==> config.mk <==
export PLATFORM = sky130hd
export DESIGN_NAME = positional_list_engine_top_flat
export DESIGN_NICKNAME = d
export VERILOG_FILES = /design/src/rtl/core/ple_pkg.sv /design/src/rtl/core/ple_in_if.sv /design/src/rtl/core/ple_out_if.sv /design/src/rtl/core/ple_ram.sv /design/src/rtl/core/positional_list_engine_top.sv /design/src/flat_wrapper.sv
export SDC_FILE = /design/constraint.sdc
export NUM_CORES = 1
export LEC_CHECK = 0
export ABC_CLOCK_PERIOD_IN_PS = 5100
export BUFFER_PORTS_ARGS = -buffer_cell sky130_fd_sc_hd__buf_2
export CORE_MARGIN = 2
export CORE_UTILIZATION = 60
export DETAILED_ROUTE_END_ITERATION = 10
export PLACE_DENSITY = 0.78
export SETUP_SLACK_MARGIN = 0.05
export SYNTH_ARGS = -nofsm -noshare
export SYNTH_HDL_FRONTEND = slang
export SYNTH_SLANG_ARGS = --single-unit
==> constraint.sdc <==
create_clock -name i_clk -period 5.1 [get_ports i_clk]
set_input_delay 0.765 -clock i_clk [delete_from_list [all_inputs] [get_ports i_clk]]
set_output_delay 0.765 -clock i_clk [all_outputs]
set_load 0.02 [all_outputs]
==> src/rtl/core/ple_pkg.sv <==
// ----------------------------------------------------------------------------
// ple_pkg
// Shared types and codes for the positional list engine: operation kinds
// and result status codes.
// ----------------------------------------------------------------------------
package ple_pkg;

    typedef logic [2:0]  t_kind;
    typedef logic [1:0]  t_status;
    typedef logic [31:0] t_word;

    localparam t_kind K_INSERT = 3'd0;
    localparam t_kind K_DELETE = 3'd1;
    localparam t_kind K_LOCATE = 3'd2;
    localparam t_kind K_DUMP   = 3'd3;
    localparam t_kind K_CLEAR  = 3'd4;

    localparam t_status ST_OK      = 2'd0;
    localparam t_status ST_BAD_POS = 2'd1;
    localparam t_status ST_FULL    = 2'd2;

endpackage

==> src/rtl/core/ple_in_if.sv <==
// ----------------------------------------------------------------------------
// ple_in_if
// Request channel of the positional list engine: valid/ready plus one
// operation (kind, position, value).
// ----------------------------------------------------------------------------
interface ple_in_if;
    logic                valid;
    logic                ready;
    ple_pkg::t_kind      kind;
    logic [7:0]          position;
    logic signed [31:0]  item_value;

    modport source (output valid, output kind, output position, output item_value,
                    input ready);
    modport sink   (input valid, input kind, input position, input item_value,
                    output ready);
endinterface

==> src/rtl/core/ple_out_if.sv <==
// ----------------------------------------------------------------------------
// ple_out_if
// Result channel of the positional list engine: valid/ready plus one
// result record.
// ----------------------------------------------------------------------------
interface ple_out_if;
    logic                valid;
    logic                ready;
    ple_pkg::t_status    status;
    logic signed [31:0]  value_out;
    logic [7:0]          found_index;
    logic [7:0]          list_length;
    logic                last;

    modport source (output valid, output status, output value_out, output found_index,
                    output list_length, output last, input ready);
    modport sink   (input valid, input status, input value_out, input found_index,
                    input list_length, input last, output ready);
endinterface

==> src/rtl/core/ple_ram.sv <==
// ----------------------------------------------------------------------------
// ple_ram
// Generic simple dual-port RAM: one write port, one read port, registered
// read data.
// ----------------------------------------------------------------------------
module ple_ram #(
    parameter int WIDTH = 32,
    parameter int DEPTH = 16
) (
    input  logic                                     i_clk,
    input  logic                                     i_we,
    input  logic [(DEPTH > 1 ? $clog2(DEPTH) : 1)-1:0] i_waddr,
    input  logic [WIDTH-1:0]                         i_wdata,
    input  logic [(DEPTH > 1 ? $clog2(DEPTH) : 1)-1:0] i_raddr,
    output logic [WIDTH-1:0]                         o_rdata
);

    logic [WIDTH-1:0] r_mem [DEPTH];
    logic [WIDTH-1:0] r_rdata;

    always_ff @(posedge i_clk) begin
        if (i_we) begin
            r_mem[i_waddr] <= i_wdata;
        end
        r_rdata <= r_mem[i_raddr];
    end

    assign o_rdata = r_rdata;

endmodule

==> src/rtl/core/positional_list_engine_top.sv <==
// ----------------------------------------------------------------------------
// positional_list_engine_top
// Bounded ordered list of 32-bit words kept in one RAM. Insert and delete
// move the tail one word per cycle through the RAM; locate and dump scan it.
//
//   channel   dir   handshake        payload
//   i_in      in    valid / ready    kind, position, item_value
//   o_out     out   valid / ready    status, value_out, found_index,
//                                    list_length, last
//
// One operation at a time; i_in.ready is high only when the sequencer is idle.
// Insert and delete move only the words behind the position (an append
// moves none), locate stops at its first match, dump reads once per element.
// Results wait in an output register, so the next operation is taken while
// one waits; a stalled output holds up dump and the final result only.
// Synchronous active-low reset empties the list; RAM contents are not cleared.
// ----------------------------------------------------------------------------
module positional_list_engine_top #(
    parameter int CAPACITY = 16
) (
    input  logic       i_clk,
    input  logic       i_rst_n,
    ple_in_if.sink     i_in,
    ple_out_if.source  o_out
);

    localparam int AW = (CAPACITY > 1) ? $clog2(CAPACITY) : 1;
    localparam int CW = $clog2(CAPACITY + 1);
    localparam int XW = (((AW + 1) > 8) ? (AW + 1) : 8) + 1;

    localparam logic [2:0] S_IDLE  = 3'd0;
    localparam logic [2:0] S_UP    = 3'd1;
    localparam logic [2:0] S_PUT   = 3'd2;
    localparam logic [2:0] S_DEL   = 3'd3;
    localparam logic [2:0] S_LOC   = 3'd4;
    localparam logic [2:0] S_DUMP  = 3'd5;
    localparam logic [2:0] S_DRAIN = 3'd6;
    localparam logic [2:0] S_FIN   = 3'd7;

    // control
    logic [2:0]        r_state, n_state;
    logic [CW-1:0]     r_count, n_count;
    logic [AW-1:0]     r_idx, n_idx;
    logic              r_rvld;
    logic              r_hit;
    logic              r_out_valid;

    // operation context
    ple_pkg::t_kind    r_kind;
    ple_pkg::t_status  r_status, n_status;
    logic [AW-1:0]     r_tgt;
    logic [AW-1:0]     r_end;
    logic [AW-1:0]     r_ra_d;
    ple_pkg::t_word    r_val;
    ple_pkg::t_word    r_value;
    logic [7:0]        r_found;

    // output register
    ple_pkg::t_status  r_out_status;
    ple_pkg::t_word    r_out_value;
    logic [7:0]        r_out_found;
    logic [7:0]        r_out_len;
    logic              r_out_last;

    logic              w_acc;
    logic              w_out_free;
    logic              w_rd;
    logic              w_we;
    logic [AW-1:0]     w_waddr;
    ple_pkg::t_word    w_wdata;
    ple_pkg::t_word    w_rdata;
    logic              w_match;
    logic              w_ld_fin;
    logic              w_ld_dump;
    logic              w_capture;
    logic [XW-1:0]     w_pos_x;
    logic [XW-1:0]     w_n_x;
    logic [XW-1:0]     w_ra_inc;
    logic [XW-1:0]     w_len_x;
    logic [AW-1:0]     w_tgt_acc;
    logic [AW-1:0]     w_end_acc;

    assign i_in.ready = (r_state == S_IDLE);
    assign w_acc      = i_in.valid && i_in.ready;
    assign w_out_free = !r_out_valid || o_out.ready;

    assign w_pos_x   = XW'(i_in.position);
    assign w_n_x     = XW'(r_count);
    assign w_tgt_acc = AW'(w_pos_x - XW'(1));
    assign w_end_acc = AW'(w_n_x - XW'(1));
    assign w_ra_inc  = XW'(r_ra_d) + XW'(1);
    assign w_len_x   = XW'(r_count);

    assign w_match   = r_rvld && (r_kind == ple_pkg::K_LOCATE) && !r_hit
                       && (w_rdata == r_val);
    assign w_capture = r_rvld && (r_kind == ple_pkg::K_DELETE) && (r_ra_d == r_tgt);
    assign w_ld_dump = r_rvld && (r_kind == ple_pkg::K_DUMP);

    // Write port: moves of the previous read take priority over the final store.
    always_comb begin
        w_we    = 1'b0;
        w_waddr = r_tgt;
        w_wdata = r_val;
        if (r_rvld && (r_kind == ple_pkg::K_INSERT)) begin
            w_we    = 1'b1;
            w_waddr = r_ra_d + AW'(1);
            w_wdata = w_rdata;
        end else if (r_rvld && (r_kind == ple_pkg::K_DELETE) && (r_ra_d != r_tgt)) begin
            w_we    = 1'b1;
            w_waddr = r_ra_d - AW'(1);
            w_wdata = w_rdata;
        end else if (r_state == S_PUT) begin
            w_we    = 1'b1;
        end
    end

    ple_ram #(
        .WIDTH (32),
        .DEPTH (CAPACITY)
    ) u_store (
        .i_clk   (i_clk),
        .i_we    (w_we),
        .i_waddr (w_waddr),
        .i_wdata (w_wdata),
        .i_raddr (r_idx),
        .o_rdata (w_rdata)
    );

    always_comb begin
        n_state  = r_state;
        n_idx    = r_idx;
        n_count  = r_count;
        n_status = r_status;
        w_rd     = 1'b0;
        w_ld_fin = 1'b0;
        unique case (r_state)
            S_IDLE: begin
                if (w_acc) begin
                    n_status = ple_pkg::ST_OK;
                    n_state  = S_FIN;
                    unique case (i_in.kind)
                        ple_pkg::K_INSERT: begin
                            if (i_in.position == 8'd0 || w_pos_x > w_n_x + XW'(1)) begin
                                n_status = ple_pkg::ST_BAD_POS;
                            end else if (w_n_x == XW'(CAPACITY)) begin
                                n_status = ple_pkg::ST_FULL;
                            end else begin
                                n_count = r_count + CW'(1);
                                if (w_pos_x <= w_n_x) begin
                                    n_idx   = w_end_acc;
                                    n_state = S_UP;
                                end else begin
                                    n_state = S_PUT;
                                end
                            end
                        end
                        ple_pkg::K_DELETE: begin
                            if (i_in.position == 8'd0 || w_pos_x > w_n_x) begin
                                n_status = ple_pkg::ST_BAD_POS;
                            end else begin
                                n_count = r_count - CW'(1);
                                n_idx   = w_tgt_acc;
                                n_state = S_DEL;
                            end
                        end
                        ple_pkg::K_LOCATE: begin
                            if (r_count != '0) begin
                                n_idx   = '0;
                                n_state = S_LOC;
                            end
                        end
                        ple_pkg::K_DUMP: begin
                            if (r_count != '0) begin
                                n_idx   = '0;
                                n_state = S_DUMP;
                            end
                        end
                        ple_pkg::K_CLEAR: begin
                            n_count = '0;
                        end
                        default: begin
                            n_state = S_FIN;
                        end
                    endcase
                end
            end
            S_UP: begin
                w_rd = 1'b1;
                if (r_idx == r_tgt) begin
                    n_state = S_PUT;
                end else begin
                    n_idx = r_idx - AW'(1);
                end
            end
            S_PUT: begin
                // the store itself happens once the last move has drained
                if (!r_rvld) begin
                    n_state = S_FIN;
                end
            end
            S_DEL: begin
                w_rd = 1'b1;
                if (r_idx == r_end) begin
                    n_state = S_DRAIN;
                end else begin
                    n_idx = r_idx + AW'(1);
                end
            end
            S_LOC: begin
                if (w_match) begin
                    n_state = S_DRAIN;
                end else begin
                    w_rd = 1'b1;
                    if (r_idx == r_end) begin
                        n_state = S_DRAIN;
                    end else begin
                        n_idx = r_idx + AW'(1);
                    end
                end
            end
            S_DUMP: begin
                // one read in flight at most, and only when the output has room
                if (!r_rvld && w_out_free) begin
                    w_rd = 1'b1;
                    if (r_idx == r_end) begin
                        n_state = S_DRAIN;
                    end else begin
                        n_idx = r_idx + AW'(1);
                    end
                end
            end
            S_DRAIN: begin
                if (!r_rvld) begin
                    n_state = (r_kind == ple_pkg::K_DUMP) ? S_IDLE : S_FIN;
                end
            end
            S_FIN: begin
                if (w_out_free) begin
                    w_ld_fin = 1'b1;
                    n_state  = S_IDLE;
                end
            end
            default: begin
                n_state = S_IDLE;
            end
        endcase
    end

    always_ff @(posedge i_clk) begin
        if (!i_rst_n) begin
            r_state     <= S_IDLE;
            r_count     <= '0;
            r_rvld      <= 1'b0;
            r_hit       <= 1'b0;
            r_out_valid <= 1'b0;
        end else begin
            r_state <= n_state;
            r_count <= n_count;
            r_rvld  <= w_rd;
            if (w_acc) begin
                r_hit <= 1'b0;
            end else if (w_match) begin
                r_hit <= 1'b1;
            end
            if (w_ld_fin || w_ld_dump) begin
                r_out_valid <= 1'b1;
            end else if (o_out.ready) begin
                r_out_valid <= 1'b0;
            end
        end
    end

    always_ff @(posedge i_clk) begin
        r_idx    <= n_idx;
        r_status <= n_status;
        r_ra_d   <= r_idx;
        if (w_acc) begin
            r_kind  <= i_in.kind;
            r_val   <= i_in.item_value;
            r_tgt   <= w_tgt_acc;
            r_end   <= w_end_acc;
            r_value <= '0;
            r_found <= '0;
        end else begin
            if (w_capture) begin
                r_value <= w_rdata;
            end
            if (w_match) begin
                r_found <= w_ra_inc[7:0];
            end
        end
        if (w_ld_fin) begin
            r_out_status <= r_status;
            r_out_value  <= r_value;
            r_out_found  <= r_found;
            r_out_len    <= w_len_x[7:0];
            r_out_last   <= 1'b1;
        end else if (w_ld_dump) begin
            r_out_status <= ple_pkg::ST_OK;
            r_out_value  <= w_rdata;
            r_out_found  <= '0;
            r_out_len    <= w_len_x[7:0];
            r_out_last   <= (r_ra_d == r_end);
        end
    end

    assign o_out.valid       = r_out_valid;
    assign o_out.status      = r_out_status;
    assign o_out.value_out   = r_out_value;
    assign o_out.found_index = r_out_found;
    assign o_out.list_length = r_out_len;
    assign o_out.last        = r_out_last;

`ifndef SYNTH
    a_count_bound: assert property (@(posedge i_clk) disable iff (!i_rst_n)
        r_count <= CW'(CAPACITY))
        else $error("element count above capacity");

    a_idle_quiet: assert property (@(posedge i_clk) disable iff (!i_rst_n)
        (r_state == S_IDLE) |-> !r_rvld)
        else $error("RAM read still in flight while idle");

    a_partial_is_dump: assert property (@(posedge i_clk) disable iff (!i_rst_n)
        (r_out_valid && !r_out_last) |-> (r_kind == ple_pkg::K_DUMP))
        else $error("non-final result outside a dump");

    a_no_rw_clash: assert property (@(posedge i_clk) disable iff (!i_rst_n)
        (w_we && w_rd) |-> (w_waddr != r_idx))
        else $error("read and write hit the same entry");
`endif

endmodule
==> src/flat_wrapper.sv <==
// flat-port wrapper written by rule: the top's interface ports become plain ports
module positional_list_engine_top_flat 
#(
    parameter int CAPACITY = 16
)
  (i_clk, i_rst_n, i_in_valid, i_in_kind, i_in_position, i_in_item_value, i_in_ready, o_out_valid, o_out_status, o_out_value_out, o_out_found_index, o_out_list_length, o_out_last, o_out_ready);
  ple_in_if i_in_i ();
  ple_out_if o_out_i ();
  input  logic i_clk;
  input  logic i_rst_n;
  input wire logic [$bits(i_in_i.valid)-1:0] i_in_valid;
  input wire logic [$bits(i_in_i.kind)-1:0] i_in_kind;
  input wire logic [$bits(i_in_i.position)-1:0] i_in_position;
  input wire logic [$bits(i_in_i.item_value)-1:0] i_in_item_value;
  output wire logic [$bits(i_in_i.ready)-1:0] i_in_ready;
  output wire logic [$bits(o_out_i.valid)-1:0] o_out_valid;
  output wire logic [$bits(o_out_i.status)-1:0] o_out_status;
  output wire logic [$bits(o_out_i.value_out)-1:0] o_out_value_out;
  output wire logic [$bits(o_out_i.found_index)-1:0] o_out_found_index;
  output wire logic [$bits(o_out_i.list_length)-1:0] o_out_list_length;
  output wire logic [$bits(o_out_i.last)-1:0] o_out_last;
  input wire logic [$bits(o_out_i.ready)-1:0] o_out_ready;
  assign i_in_i.valid = i_in_valid;
  assign i_in_i.kind = i_in_kind;
  assign i_in_i.position = i_in_position;
  assign i_in_i.item_value = i_in_item_value;
  assign i_in_ready = i_in_i.ready;
  assign o_out_valid = o_out_i.valid;
  assign o_out_status = o_out_i.status;
  assign o_out_value_out = o_out_i.value_out;
  assign o_out_found_index = o_out_i.found_index;
  assign o_out_list_length = o_out_i.list_length;
  assign o_out_last = o_out_i.last;
  assign o_out_i.ready = o_out_ready;
  positional_list_engine_top #(.CAPACITY(CAPACITY)) u_core (.i_clk(i_clk), .i_rst_n(i_rst_n), .i_in(i_in_i), .o_out(o_out_i));
endmodule
### Yosys cells after proc, flatten, opt, wreduce, memory -nomap -nowiden

Memory sizes are Yosys's and may differ from the RTL's. A register that Yosys moved wholly into a read port is not among the register bits.
Index checks and enable logic that the tools add are counted.

* reduce and logical (&&, ||, !) cells: 33
* bitwise operators: 1
* $lt $le $gt $ge: 3
* $add $sub $neg: 10
* equal/unequal tests: 38
* mux-type cells: 61

Operators by type and width (number)
* 32-bit 2-to-1 mux: 4
* 4-bit 2-to-1 mux: 12
* 3-bit 2-to-1 mux: 12
* 32-bit == test: 1
* 5-bit 2-to-1 mux: 5
* 3-bit case mux with 8 select lines: 1
* 4-bit case mux with 5 select lines: 1
* 3-bit by 2-bit == test with 1-bit output, second input constant: 6
* 4-bit == test: 4
* 8-bit 2-to-1 mux: 2
* 2-bit inequality test, second input constant: 8
* 4-bit by 1-bit subtractor with 4-bit output, second input constant: 4
* 3-bit == test, second input constant: 5
* 3-bit inequality test, second input constant: 5
* 5-bit case mux with 3 select lines: 1
* 2-bit 2-to-1 mux: 7
* 1-bit 2-to-1 mux: 12
* 3-bit case mux with 4 select lines: 1
* 4-bit case mux with 3 select lines: 1
* 6-bit AND reduction: 2
* 11-bit AND reduction: 1
* 1-bit logical AND: 10
* 5-bit nonzero test: 2
* 3-bit by 1-bit == test with 1-bit output, second input constant: 3
* other kinds (23): 36

* bits of input ports: 47
* bits in writable memories: 512
* memories kept: 1
* logic and storage cells: 166
* flip-flop bits (word level): 152
* output and inout bits: 53

Memory list
* u_core.u_store.r_mem: words 16, width 32, rd ports 1, clocked after Yosys merged registers in 1, wr ports 1, RTL line ple_ram.sv:18 `logic [WIDTH-1:0] r_mem [DEPTH];`

### Longest topological paths before layout

Gate-level depths: netlist (run 1).

* word-level depth: 7
* gate-level depth with buffers: 11
* depth with buffers taken out: 10

### Cells and area by module

A second synthesis (run 1) with hierarchy kept.

* cells, all modules: 1558
* area, all modules: 27311.2 um^2

By module, submodules not included
* ple_ram: cells each 838, times used 1, seq. area each 16015.4 um^2, area an instance 19854.0 um^2
* positional_list_engine_top: cells each 720, times used 1, seq. area each 3853.7 um^2, area an instance 7457.2 um^2

### Worst setup path after synthesis (run 1)

No wires, ideal clock.

* path kind: input -> register
* from: input o_out_ready
* to: register u_core.r_out_found[0], in the netlist u_core.o_out.found_index[0], enable pin
* data arrival time: 4.043 ns
* required time: 4.591 ns
* setup time: 0.509 ns
* stages on the path: 2
* path buffers: 0
* slack: 0.548 ns
* cell sequence: nor2b_1 -> o21ai_0

* longest elaborated chain between the ends: 4

Ends and longest elaborated chain
* start, declared: RTL line flat_wrapper.sv:22 `input wire logic [$bits(o_out_i.ready)-1:0] o_out_ready;`
* 1-bit logical OR: RTL line positional_list_engine_top.sv:85 `assign w_out_free = !r_out_valid || o_out.ready;`
* 1-bit 2-to-1 mux: RTL line positional_list_engine_top.sv:238 `if (w_out_free) begin`
* 1-bit 2-to-1 mux: RTL line positional_list_engine_top.sv:136 `unique case (r_state)`
* 2-bit nonzero test (no line)
* end signal, assigned: RTL line positional_list_engine_top.sv:295 `r_out_found <= r_found;`
* end, declared: RTL line positional_list_engine_top.sv:61 `logic [7:0] r_out_found;`

Every way passes these cells.
A chain may end at the register's enable or synchronous reset.

### Final worst setup path (run 1)

* from: register u_core.r_ra_d[0]
* to: memory u_core.u_store.r_mem[0][12], enable pin

* longest elaborated chain between the ends: 6
* elaborated cells on any way between the ends: 10
* those cells by class: 2 x add/sub; 1 x eq/ne; 6 x mux; 1 x reduce/logical

Ends and longest elaborated chain
* start, declared: RTL line positional_list_engine_top.sv:53 `logic [AW-1:0] r_ra_d;`
* start signal, assigned: RTL line positional_list_engine_top.sv:276 `r_ra_d <= r_idx;`
* 4-bit inequality test: RTL line positional_list_engine_top.sv:108 `end else if (r_rvld && (r_kind == ple_pkg::K_DELETE) && (r_ra_d != r_tgt)) begin`
* 1-bit logical AND: RTL line positional_list_engine_top.sv:108
* 1-bit 2-to-1 mux: RTL line positional_list_engine_top.sv:108
* 1-bit 2-to-1 mux: RTL line positional_list_engine_top.sv:104 `if (r_rvld && (r_kind == ple_pkg::K_INSERT)) begin`
* 1-bit 2-to-1 mux: RTL line ple_ram.sv:22 `if (i_we) begin`
* 1-bit 2-to-1 mux (implied by the code): RTL line ple_ram.sv:23 `r_mem[i_waddr] <= i_wdata;`
* end, declared: RTL line ple_ram.sv:18

Parallel ways exist; a longest one is shown, timed or not.

==> results.sh, run 1 <==
export IMPL_synth_cells=1442
export IMPL_finClkSkew_ns=0.0242
export IMPL_dp_cells=2093
export IMPL_ant_nets=0
export IMPL_hp_class="input pin to register"
export IMPL_seq_area_frac_synth_pct=72.3
export IMPL_synth_edf_count=605
export IMPL_synth_warnings=0
export IMPL_firstDrtPassIters=5
export IMPL_avgSynthCellArea_um2=19.1
export IMPL_drc_errors=0
export IMPL_diodes=0
export IMPL_setup_worst_path_end="u_core.u_store.r_mem[0][12]$_DFFE_PP_"
export IMPL_ys_async_sr_fraction_pct=0
export IMPL_pin_count=100
export IMPL_io_buffers=93
export IMPL_clock_latency_ns=0.61
export IMPL_core_mm2=0.0453
export IMPL_rows=78
export IMPL_leakage_uw=0.0101
export IMPL_ys_seq_elements=690
export IMPL_r2r_cells=7
export IMPL_min_period_ns=3.66
export IMPL_grt_max_degree=134
export IMPL_cts_hold_buf=0
export IMPL_die_w_um=218
export IMPL_clock_sinks=690
export IMPL_clk_pin_slew_ns=0.07
export IMPL_critical_path_max_fanout=22
export IMPL_synth_top_area_share_pct=66.1
export IMPL_cts_htree_levels=3
export IMPL_post_synth_main_area_contributors="edfxtp_1, mux4_2, dfxtp_1, mux2_2, xnor2_1"
export IMPL_die_y_um=218
export IMPL_synth_cell_area_mm2=0.0275
export IMPL_switchingPower_uw=5060
export IMPL_switching_share_pct=29.6
export IMPL_cp_required_ns=5.40
export IMPL_grt_pass1_wl_um=90700
export IMPL_first_global_vias=13972
export IMPL_vdd_ir_drop_worst_mv=0.506
export IMPL_p_per_area_mw_per_mm2=550
export IMPL_endpoint_kind="register"
export IMPL_rsz0062_at_grt="false"
export IMPL_synth_cell_types=73
export IMPL_p_int_uw=12000
export IMPL_syn_to_final_growth_pct=12.9
export IMPL_root_buffer="clkbuf_16"
export IMPL_overflow=0
export IMPL_slew_limit_headroom_pct=35.3
export IMPL_dieArea_mm2=0.0476
export IMPL_crit_path_start="u_core.r_ra_d[0]$_DFF_P_"
export IMPL_status="complete, no violations"
export IMPL_start_util_pct=60.7
export IMPL_max_cap_violations=0
export IMPL_cp_start_kind="register"
export IMPL_hpwlAfterDp_um=35800
export IMPL_min_period_over_period_pct=71.7
export IMPL_grt_usage_pct=26.4
export IMPL_layout_nets=1635
export IMPL_tns_ns=0
export IMPL_drt_wirelength_per_cell_um=27.5
export IMPL_num_vias=14154
export IMPL_worstMarginPinSlew_ns=0.970
export IMPL_critPathKind="register to register"
export IMPL_drive_gt1_share_pct=30.3
export IMPL_p_seq_share_pct=44.3
export IMPL_pwr_share_comb_pct=26.1
export IMPL_post_cts_setup_buffers=0
export IMPL_synth_flop_cell="edfxtp_1"
export IMPL_max_freq_mhz=273
export IMPL_worst_r2r_setup_slack_ns=1.44
export IMPL_antenna_found_initial=0
export IMPL_final_cells=2219
export IMPL_drv_slew=0
export IMPL_r2r_end="u_core.u_store.r_mem[0][12]$_DFFE_PP_"
export IMPL_post_cts_resized=0
export IMPL_cts_tree="done"
export IMPL_yosysTopAreaCell="edfxtp_1"
export IMPL_numCtsBuffers=69
export IMPL_arrival_ns=3.96
export IMPL_r2r_start="u_core.r_ra_d[0]$_DFF_P_"
export IMPL_clock_power_share_pct=29.6
export IMPL_gp_congestion=0.855
export IMPL_vias_per_cell=6.38
export IMPL_hold_viol_final=0
export IMPL_totalWireLength_um=61000
export IMPL_clock_path_buffers=3
export IMPL_setup_viol=0
export IMPL_drtIter0Drc=1969
export IMPL_final_util_pct=68.6
-- cell families (layout without fill, tap and decap cells) --
logic type	Yosys count	after routing	synth area share, %
AOI/OAI and AO/OA	109	109	2.59
xor gates and xnor gates	66	66	2.13
adders and majority gates	24	24	1.15
buffers and inverters	98	270	1.64
DFF	690	690	72.3
muxes	236	236	16.2
other	1	6	0.0136
and+or+nand+nor	218	218	4.05
-- Yosys cell counts (6+ instances only) --
| cell type | number |
|---|---|
| inv_1 | 20 |
| nand2_1 | 85 |
| a21oi_1 | 49 |
| dfxtp_1 | 85 |
| xor2_1 | 16 |
| and2_1 | 10 |
| mux4_2 | 160 |
| nand3_1 | 13 |
| buf_4 | 7 |
| mux2_2 | 64 |
| nand2b_1 | 6 |
| ha_1 | 22 |
| clkbuf_1 | 32 |
| buf_1 | 13 |
| o21ai_0 | 8 |
| buf_2 | 21 |
| nor3_1 | 12 |
| nor2_1 | 43 |
| nand4_1 | 14 |
| mux2i_1 | 12 |
| edfxtp_1 | 605 |
| xnor2_1 | 49 |
| nor2b_1 | 8 |
-- routing by layer --
layer  global-route usage (%)  part of all wire (%)  vias to the layer above
li1                         -                     -                     6006
met1                     37.8                    40                     7361
met2                     42.4                    50                      697
met3                     4.78                   7.7                       90
met4                     7.30                   2.3                        0
met5                        0                     0                        -
-- state kept, by name (all words and copies together) (netlist names), 5 cells and up --
name	cells
u_core.o_out.list_length	5
u_core.o_out.value_out	32
u_core.o_out.found_index	5
u_core.r_found	5
u_core.u_store.r_mem	512
u_core.r_val	32
u_core.r_count	5
u_core.r_value	32
u_core.u_store.o_rdata	32
-- placed cells by master, fill, tap and decap left out, types with 4 or more instances in the layout --
cell,count
nand2_1,85
dfxtp_1,85
ha_1,22
nor2_4,17
a21o_1,4
buf_2,93
edfxtp_1,605
bufinv_16,6
a21oi_1,49
and2_1,9
mux4_2,160
clkbuf_16,71
nor3_1,12
clkinv_1,5
xor2_1,16
conb_1,6
nand4_1,14
nand2b_1,6
nand3_1,13
mux2_2,64
clkbuf_1,17
o31ai_1,5
a211oi_1,5
buf_4,28
o21ai_0,7
clkinvlp_4,4
inv_1,20
nor2b_1,8
xnor2_1,49
clkinv_2,15
mux2i_1,12
nor2_1,26
a221oi_1,5
-- per-stage QoR --
stage,setup WS (ns),total power [uW],hold WS (ns),area (um2)
2_1_floorplan,0.548,10700,0.343,27500
3_3_place_gp,1.61,12000,0.438,28800
3_5_place_dp,1.49,12100,0.446,28800
4_1_cts,1.48,17100,0.308,31000
5_1_grt,1.19,17700,0.315,31000
6_report,1.44,17100,0.330,31000
-- worst min path at each step --
stage,start,endpoint,slack (ns),cells after the start
finish,i_in_item_value[13],u_core.r_val[13]$_DFFE_PP_,0.33,1
global route,i_in_item_value[8],u_core.r_val[8]$_DFFE_PP_,0.31,1
CTS,i_in_item_value[20],u_core.r_val[20]$_DFFE_PP_,0.31,1
detailed placement,u_core.r_value[6]$_SDFFE_PP0P_,u_core.r_value[6]$_SDFFE_PP0P_,0.45,2
global placement,u_core.r_value[3]$_SDFFE_PP0P_,u_core.r_value[3]$_SDFFE_PP0P_,0.44,2
floorplan,u_core.r_idx[0]$_DFFE_PP_,u_core.r_ra_d[0]$_DFF_P_,0.34,0
-- critical path, cell delays in order (launching register included) --
cell and delay, ns:
dfxtp_1 0.56, xor2_1 0.30, nor4_4 0.13, a21oi_4 0.62
mux2i_1 0.20, or2_2 0.42, nor2_4 0.77, buf_4 0.35
-- power groups by stage --
stage	sequential, uW	combinational [uW]	clock, uW
after floorplan	7460	3290	0
after global placement	7630	4380	0
after detailed placement	7650	4450	0
after CTS	7550	4490	5110
after global routing	7600	4750	5330
final	7560	4450	5060
-- cell type report --
class                           instances  area, um2
Multi-Input combinational cell        659       7340
Fill cell                            2792      14200
Tap cell                              600        751
Sequential cell                       690      19900
Clock inverter                         37        415
Timing Repair Buffer                  124        736
Inverter                               20       75.1
Clock buffer                           89       1850
Power figures use the tool's default switching activity.
==> run 2: changes to the inputs <==
Settings changed: ABC_CLOCK_PERIOD_IN_PS 5100 to 3070, CORE_UTILIZATION 60 to 56, PLACE_DENSITY 0.78 to 0.76.
Clock period 5.1 ns to 3.07 ns, I/O delays scaled along.
==> run 2 against run 1 <==
  * Flip-flop and latch count stayed put
  * Clock power grew 63%
  * Fmax increased by 28%
  * Routed wire length grew 0.42%
  * Cell area rose by 2.2%
  * Combinational power up 73%
  * Final cell count is 4.8% higher
  * Sequential power up 65%
  * Setup slack worse by 1.2 ns
  * Die area increased by 7.0%
  * Critical endpoint is now u_core.u_store.r_mem[5][6]$_DFFE_PP_
  * Largest cell class unchanged
==> results.sh, run 2 (same netlist as run 1, synthesis figures left out) <==
export IMPL_cts_hold_buf=0
export IMPL_rsz0062_at_grt="false"
export IMPL_vdd_ir_drop_worst_mv=0.601
export IMPL_num_vias=14305
export IMPL_clock_sinks=690
export IMPL_hold_viol_final=0
export IMPL_worstMarginPinSlew_ns=0.995
export IMPL_finClkSkew_ns=0.0156
export IMPL_drc_errors=0
export IMPL_first_global_vias=14382
export IMPL_top_register="u_core.u_store.r_mem"
export IMPL_cts_tree="done"
export IMPL_core_mm2=0.0487
export IMPL_numCtsBuffers=70
export IMPL_syn_to_final_growth_pct=15.3
export IMPL_drtIter0Drc=1382
export IMPL_io_buffers=93
export IMPL_cp_start_kind="register"
export IMPL_gp_congestion=0.861
export IMPL_wl_met3_um=4330
export IMPL_dp_cells=2199
export IMPL_placed_area_mm2=0.0295
export IMPL_arrival_ns=3.19
export IMPL_die_y_um=226
export IMPL_clk_pin_slew_ns=0.06
export IMPL_largest_register_ffs=512
export IMPL_rows=81
export IMPL_final_cells=2326
export IMPL_root_buffer="clkbuf_16"
export IMPL_pin_count=100
export IMPL_grt_max_degree=84
export IMPL_leakage_uw=0.0104
export IMPL_met2_length_um=30400
export IMPL_hpwlAfterDp_um=36800
export IMPL_final_cell_area_mm2=0.0317
export IMPL_clock_path_buffers=3
export IMPL_clock_latency_ns=0.59
export IMPL_slew_limit_headroom_pct=33.7
export IMPL_dieArea_mm2=0.0509
export IMPL_final_common_cell="edfxtp_1"
export IMPL_drive_gt1_share_pct=31.9
export IMPL_setup_viol=0
export IMPL_min_period_over_period_pct=93.1
export IMPL_cts_htree_levels=3
export IMPL_vias_per_cell=6.15
export IMPL_top_layer_used="met4"
export IMPL_drt_met1_wl_um=25100
export IMPL_layout_nets=1678
export IMPL_cp_required_ns=3.40
export IMPL_endpoint_kind="register"
export IMPL_whs_ns=0.0387
export IMPL_firstDrtPassIters=5
export IMPL_final_cell_mix="edfxtp_1, mux4_2, buf_2"
export IMPL_start_util_pct=56.4
export IMPL_tns_ns=0
export IMPL_die_w_um=226
export IMPL_critPathKind="register to register"
export IMPL_hp_class="input pin to register"
export IMPL_status="complete, no violations"
export IMPL_final_util_pct=65.1
export IMPL_drv_slew=0
export IMPL_diodes=0
export IMPL_min_period_ns=2.86
export IMPL_critical_path_max_fanout=14
export IMPL_grt_pass1_wl_um=91000
export IMPL_grt_usage_pct=24.7
export IMPL_max_freq_mhz=350
export IMPL_ant_nets=0
export IMPL_p_per_area_mw_per_mm2=897
export IMPL_max_cap_violations=0
export IMPL_totalWireLength_um=61300
export IMPL_drt_wirelength_per_cell_um=26.3
export IMPL_overflow=0
export IMPL_antenna_found_initial=1
run 2: critical path: stages, from the launching register on:
cell and delay (ns):
edfxtp_1 0.49, xor2_1 0.21, nor4_4 0.52, a21oi_4 0.18
and2_1 0.18, o21ai_1 0.65, nor2_4 0.10, buf_4 0.25
run 2: power by group:
part           switching, uW  internal [uW]  leakage, uW  total [uW]
Sequential               765          11700      0.00616       12500
Clock                   3430           4840      0.00110        8270
Combinational           4080           3590      0.00314        7680
Total                   8280          20200       0.0104       28400
run 2: layer usage:
| metal | global-route usage (%) | vias to the layer above |
|---|---|---|
| met5 | 0 | - |
| li1 | - | 6094 |
| met3 | 4.20 | 86 |
| met2 | 39.8 | 618 |
| met1 | 34.8 | 7507 |
| met4 | 8.10 | 0 |
run 2: repair_timing:
action / 4_1_cts / 5_1_grt
gates resized for setup: 1 / 2
pin swaps: 0 / 0
hold endpoints to repair: 0 / 0
setup endpoints to repair: 4 / 4
setup buffers: 0 / 0
run 2: final timing paths:
kind / startpoint / end / slack, ns / depth (start not counted)
worst max-delay path: u_core.r_tgt[1]$_DFFE_PP_ / u_core.u_store.r_mem[5][6]$_DFFE_PP_ / 0.21 / 7
worst min-delay path: i_in_item_value[10] / u_core.r_val[10]$_DFFE_PP_ / 0.04 / 1
worst max register to register: u_core.r_tgt[1]$_DFFE_PP_ / u_core.u_store.r_mem[5][6]$_DFFE_PP_ / 0.21 / 7
worst min register to register: u_core.r_value[29]$_SDFFE_PP0P_ / u_core.r_value[29]$_SDFFE_PP0P_ / 0.45 / 2
run 2: stage by stage:
stage	total power, uW	setup slack (ns)
final	28400	0.212
after global routing	29500	0.0910
after floorplan	17900	-0.386
after global placement	20100	0.108
after detailed placement	20300	0.162
after CTS	28600	0.0876
run 2: final cells by class:
| cell class | instances | area, um2 |
|---|---|---|
| Multi-Input combinational cell | 659 | 7360 |
| Fill cell | 3175 | 17000 |
| Inverter | 20 | 75.1 |
| Clock inverter | 29 | 274 |
| Sequential cell | 690 | 19900 |
| Clock buffer | 98 | 1970 |
| Timing Repair Buffer | 166 | 1340 |
| Tap cell | 664 | 831 |
==> run 3: changes to the inputs <==
Settings changed: CORE_UTILIZATION 56 to 55, PLACE_DENSITY 0.76 to 0.75.
==> run 3 against run 2 <==
  * Sequential share of layout area fell by 0.18 points
  * Critical path depth stayed put
  * Cell area increased by 0.31%
  * Largest cell class unchanged
==> results.sh, run 3 (same netlist as run 1, synthesis figures left out) <==
export IMPL_status="complete, no violations"
export IMPL_num_vias=14115
export IMPL_switchingPower_uw=8380
export IMPL_critical_path_max_fanout=29
export IMPL_core_mm2=0.0492
export IMPL_largest_register_ffs=512
export IMPL_drive_gt1_share_pct=32.6
export IMPL_min_period_over_period_pct=92.9
export IMPL_clock_power_share_pct=29.9
export IMPL_first_global_vias=14196
export IMPL_drv_slew=0
export IMPL_die_y_um=228
export IMPL_setup_ws_ns=0.218
export IMPL_post_cts_setup_buffers=0
export IMPL_endpoint_kind="register"
export IMPL_syn_to_final_growth_pct=15.7
export IMPL_hpwlAfterDp_um=35700
export IMPL_switching_share_pct=29.2
export IMPL_layout_nets=1681
export IMPL_top_register="u_core.u_store.r_mem"
export IMPL_root_buffer="clkbuf_16"
export IMPL_p_seq_share_pct=43.5
export IMPL_cp_cell_sequence="xor2_1, nor4_4, a21oi_4, and2_1, o21ai_1, nor2_4, buf_12"
export IMPL_grt_usage_pct=24.0
export IMPL_total_power_uw=28700
export IMPL_cts_tree="done"
export IMPL_cpMaxStageDelayCell="o21ai_1"
export IMPL_max_cap_violations=0
export IMPL_pwr_share_comb_pct=26.6
export IMPL_cp_required_ns=3.41
export IMPL_drc_errors=0
export IMPL_worst_r2r_setup_slack_ns=0.22
export IMPL_gp_congestion=0.861
export IMPL_critPathMaxStageDelay_ns=0.66
export IMPL_antenna_found_initial=1
export IMPL_final_common_cell="edfxtp_1"
export IMPL_path_delay_family="compound AO/OA/AOI/OAI gates"
export IMPL_firstDrtPassIters=5
export IMPL_clock_path_buffers=3
export IMPL_p_int_uw=20300
export IMPL_crit_buf_inv=1
export IMPL_leakage_uw=0.0104
export IMPL_hp_class="input pin to register"
export IMPL_diodes=0
export IMPL_max_freq_mhz=351
export IMPL_critPathKind="register to register"
export IMPL_vias_per_cell=6.05
export IMPL_hold_viol_final=0
export IMPL_final_cell_mix="edfxtp_1, mux4_2, buf_2"
export IMPL_pre_cts_slack_ns=0.119
export IMPL_io_buffers=93
export IMPL_start_util_pct=55.9
export IMPL_overflow=0
export IMPL_pin_count=100
export IMPL_finClkSkew_ns=0.0187
export IMPL_dieArea_mm2=0.0518
export IMPL_p_per_area_mw_per_mm2=901
export IMPL_grt_max_degree=84
export IMPL_area_sequential_mm2=0.0199
export IMPL_clock_sinks=690
export IMPL_clock_latency_ns=0.61
export IMPL_slew_limit_headroom_pct=34.2
export IMPL_vdd_ir_drop_worst_mv=0.542
export IMPL_numCtsBuffers=73
export IMPL_rows=81
export IMPL_tns_ns=0
export IMPL_min_period_ns=2.85
export IMPL_drtIter0Drc=1487
export IMPL_arrival_ns=3.19
export IMPL_cts_htree_levels=3
export IMPL_die_w_um=228
export IMPL_grt_pass1_wl_um=89200
export IMPL_cp_start_kind="register"
export IMPL_clk_pin_slew_ns=0.06
export IMPL_totalWireLength_um=60200
export IMPL_drt_wirelength_per_cell_um=25.8
export IMPL_setup_viol=0
export IMPL_worstMarginPinSlew_ns=0.984
export IMPL_ant_nets=0
export IMPL_multi_input_area_mm2=0.00736
export IMPL_rsz0062_at_grt="false"
export IMPL_nFillCells=3202
==> run 3: worst register-to-register path: stages, from the launching register on <==
cell and delay (ns):
dfxtp_1 0.56, xor2_1 0.17, nor4_4 0.51, a21oi_4 0.18
and2_1 0.18, o21ai_1 0.66, nor2_4 0.10, buf_12 0.22
==> run 3: stage by stage <==
| stage | util (%) | instance area [um2] | hold WS [ns] | instances |
|---|---|---|---|---|
| after floorplan | - | 27500 | 0.343 | 1447 |
| after global placement | 59.8 | 29400 | 0.437 | 2197 |
| after detailed placement | 59.8 | 29400 | 0.446 | 2197 |
| after CTS | 64.7 | 31800 | 0.000530 | 2333 |
| after global routing | 64.7 | 31800 | 0.00457 | 2333 |
| final | 64.7 | 31800 | 0.0271 | 2333 |
==> run 3: repair_timing <==
action	4_1_cts	5_1_grt
resized for setup	0	6
endpoints found under the hold margin	2	0
setup endpoints to repair	0	4
hold buffers	2	0
==> run 3: final cells by class <==
cell class	count	area share (%)
multi-input cells	659	23.1
flip-flops and latches	690	62.5
clock buffers	105	6.56
inverters	20	0.236
well taps	664	2.61
clock inverters	29	0.846
repair buffers	166	4.15
==> run 3: path summary, 6_finish.rpt <==
path,from,to,cells after the start
hold reg to reg,u_core.r_value[5]$_SDFFE_PP0P_,u_core.r_value[5]$_SDFFE_PP0P_,2
hold / removal,i_in_item_value[23],u_core.r_val[23]$_DFFE_PP_,1
setup / recovery,u_core.r_ra_d[0]$_DFF_P_,u_core.u_store.r_mem[6][14]$_DFFE_PP_,7
setup reg to reg,u_core.r_ra_d[0]$_DFF_P_,u_core.u_store.r_mem[6][14]$_DFFE_PP_,7
==> run 3: routing by layer <==
| layer | GRT usage [%] | share of wire, % | vias up |
|---|---|---|---|
| met3 | 4.66 | 7.8 | 83 |
| met4 | 8.08 | 2.4 | 0 |
| met2 | 39.0 | 50 | 586 |
| li1 | - | - | 6117 |
| met5 | 0 | 0 | - |
| met1 | 33.0 | 40 | 7329 |
==> run 3: power by group through the flow <==
| stage | registers [uW] | clock network (uW) | logic, uW |
|---|---|---|---|
| after floorplan | 12400 | 0 | 5470 |
| after global routing | 12500 | 9120 | 8140 |
| after detailed placement | 12600 | 0 | 7650 |
| after CTS | 12400 | 8740 | 7720 |
| after global placement | 12600 | 0 | 7470 |
| final | 12500 | 8580 | 7630 |
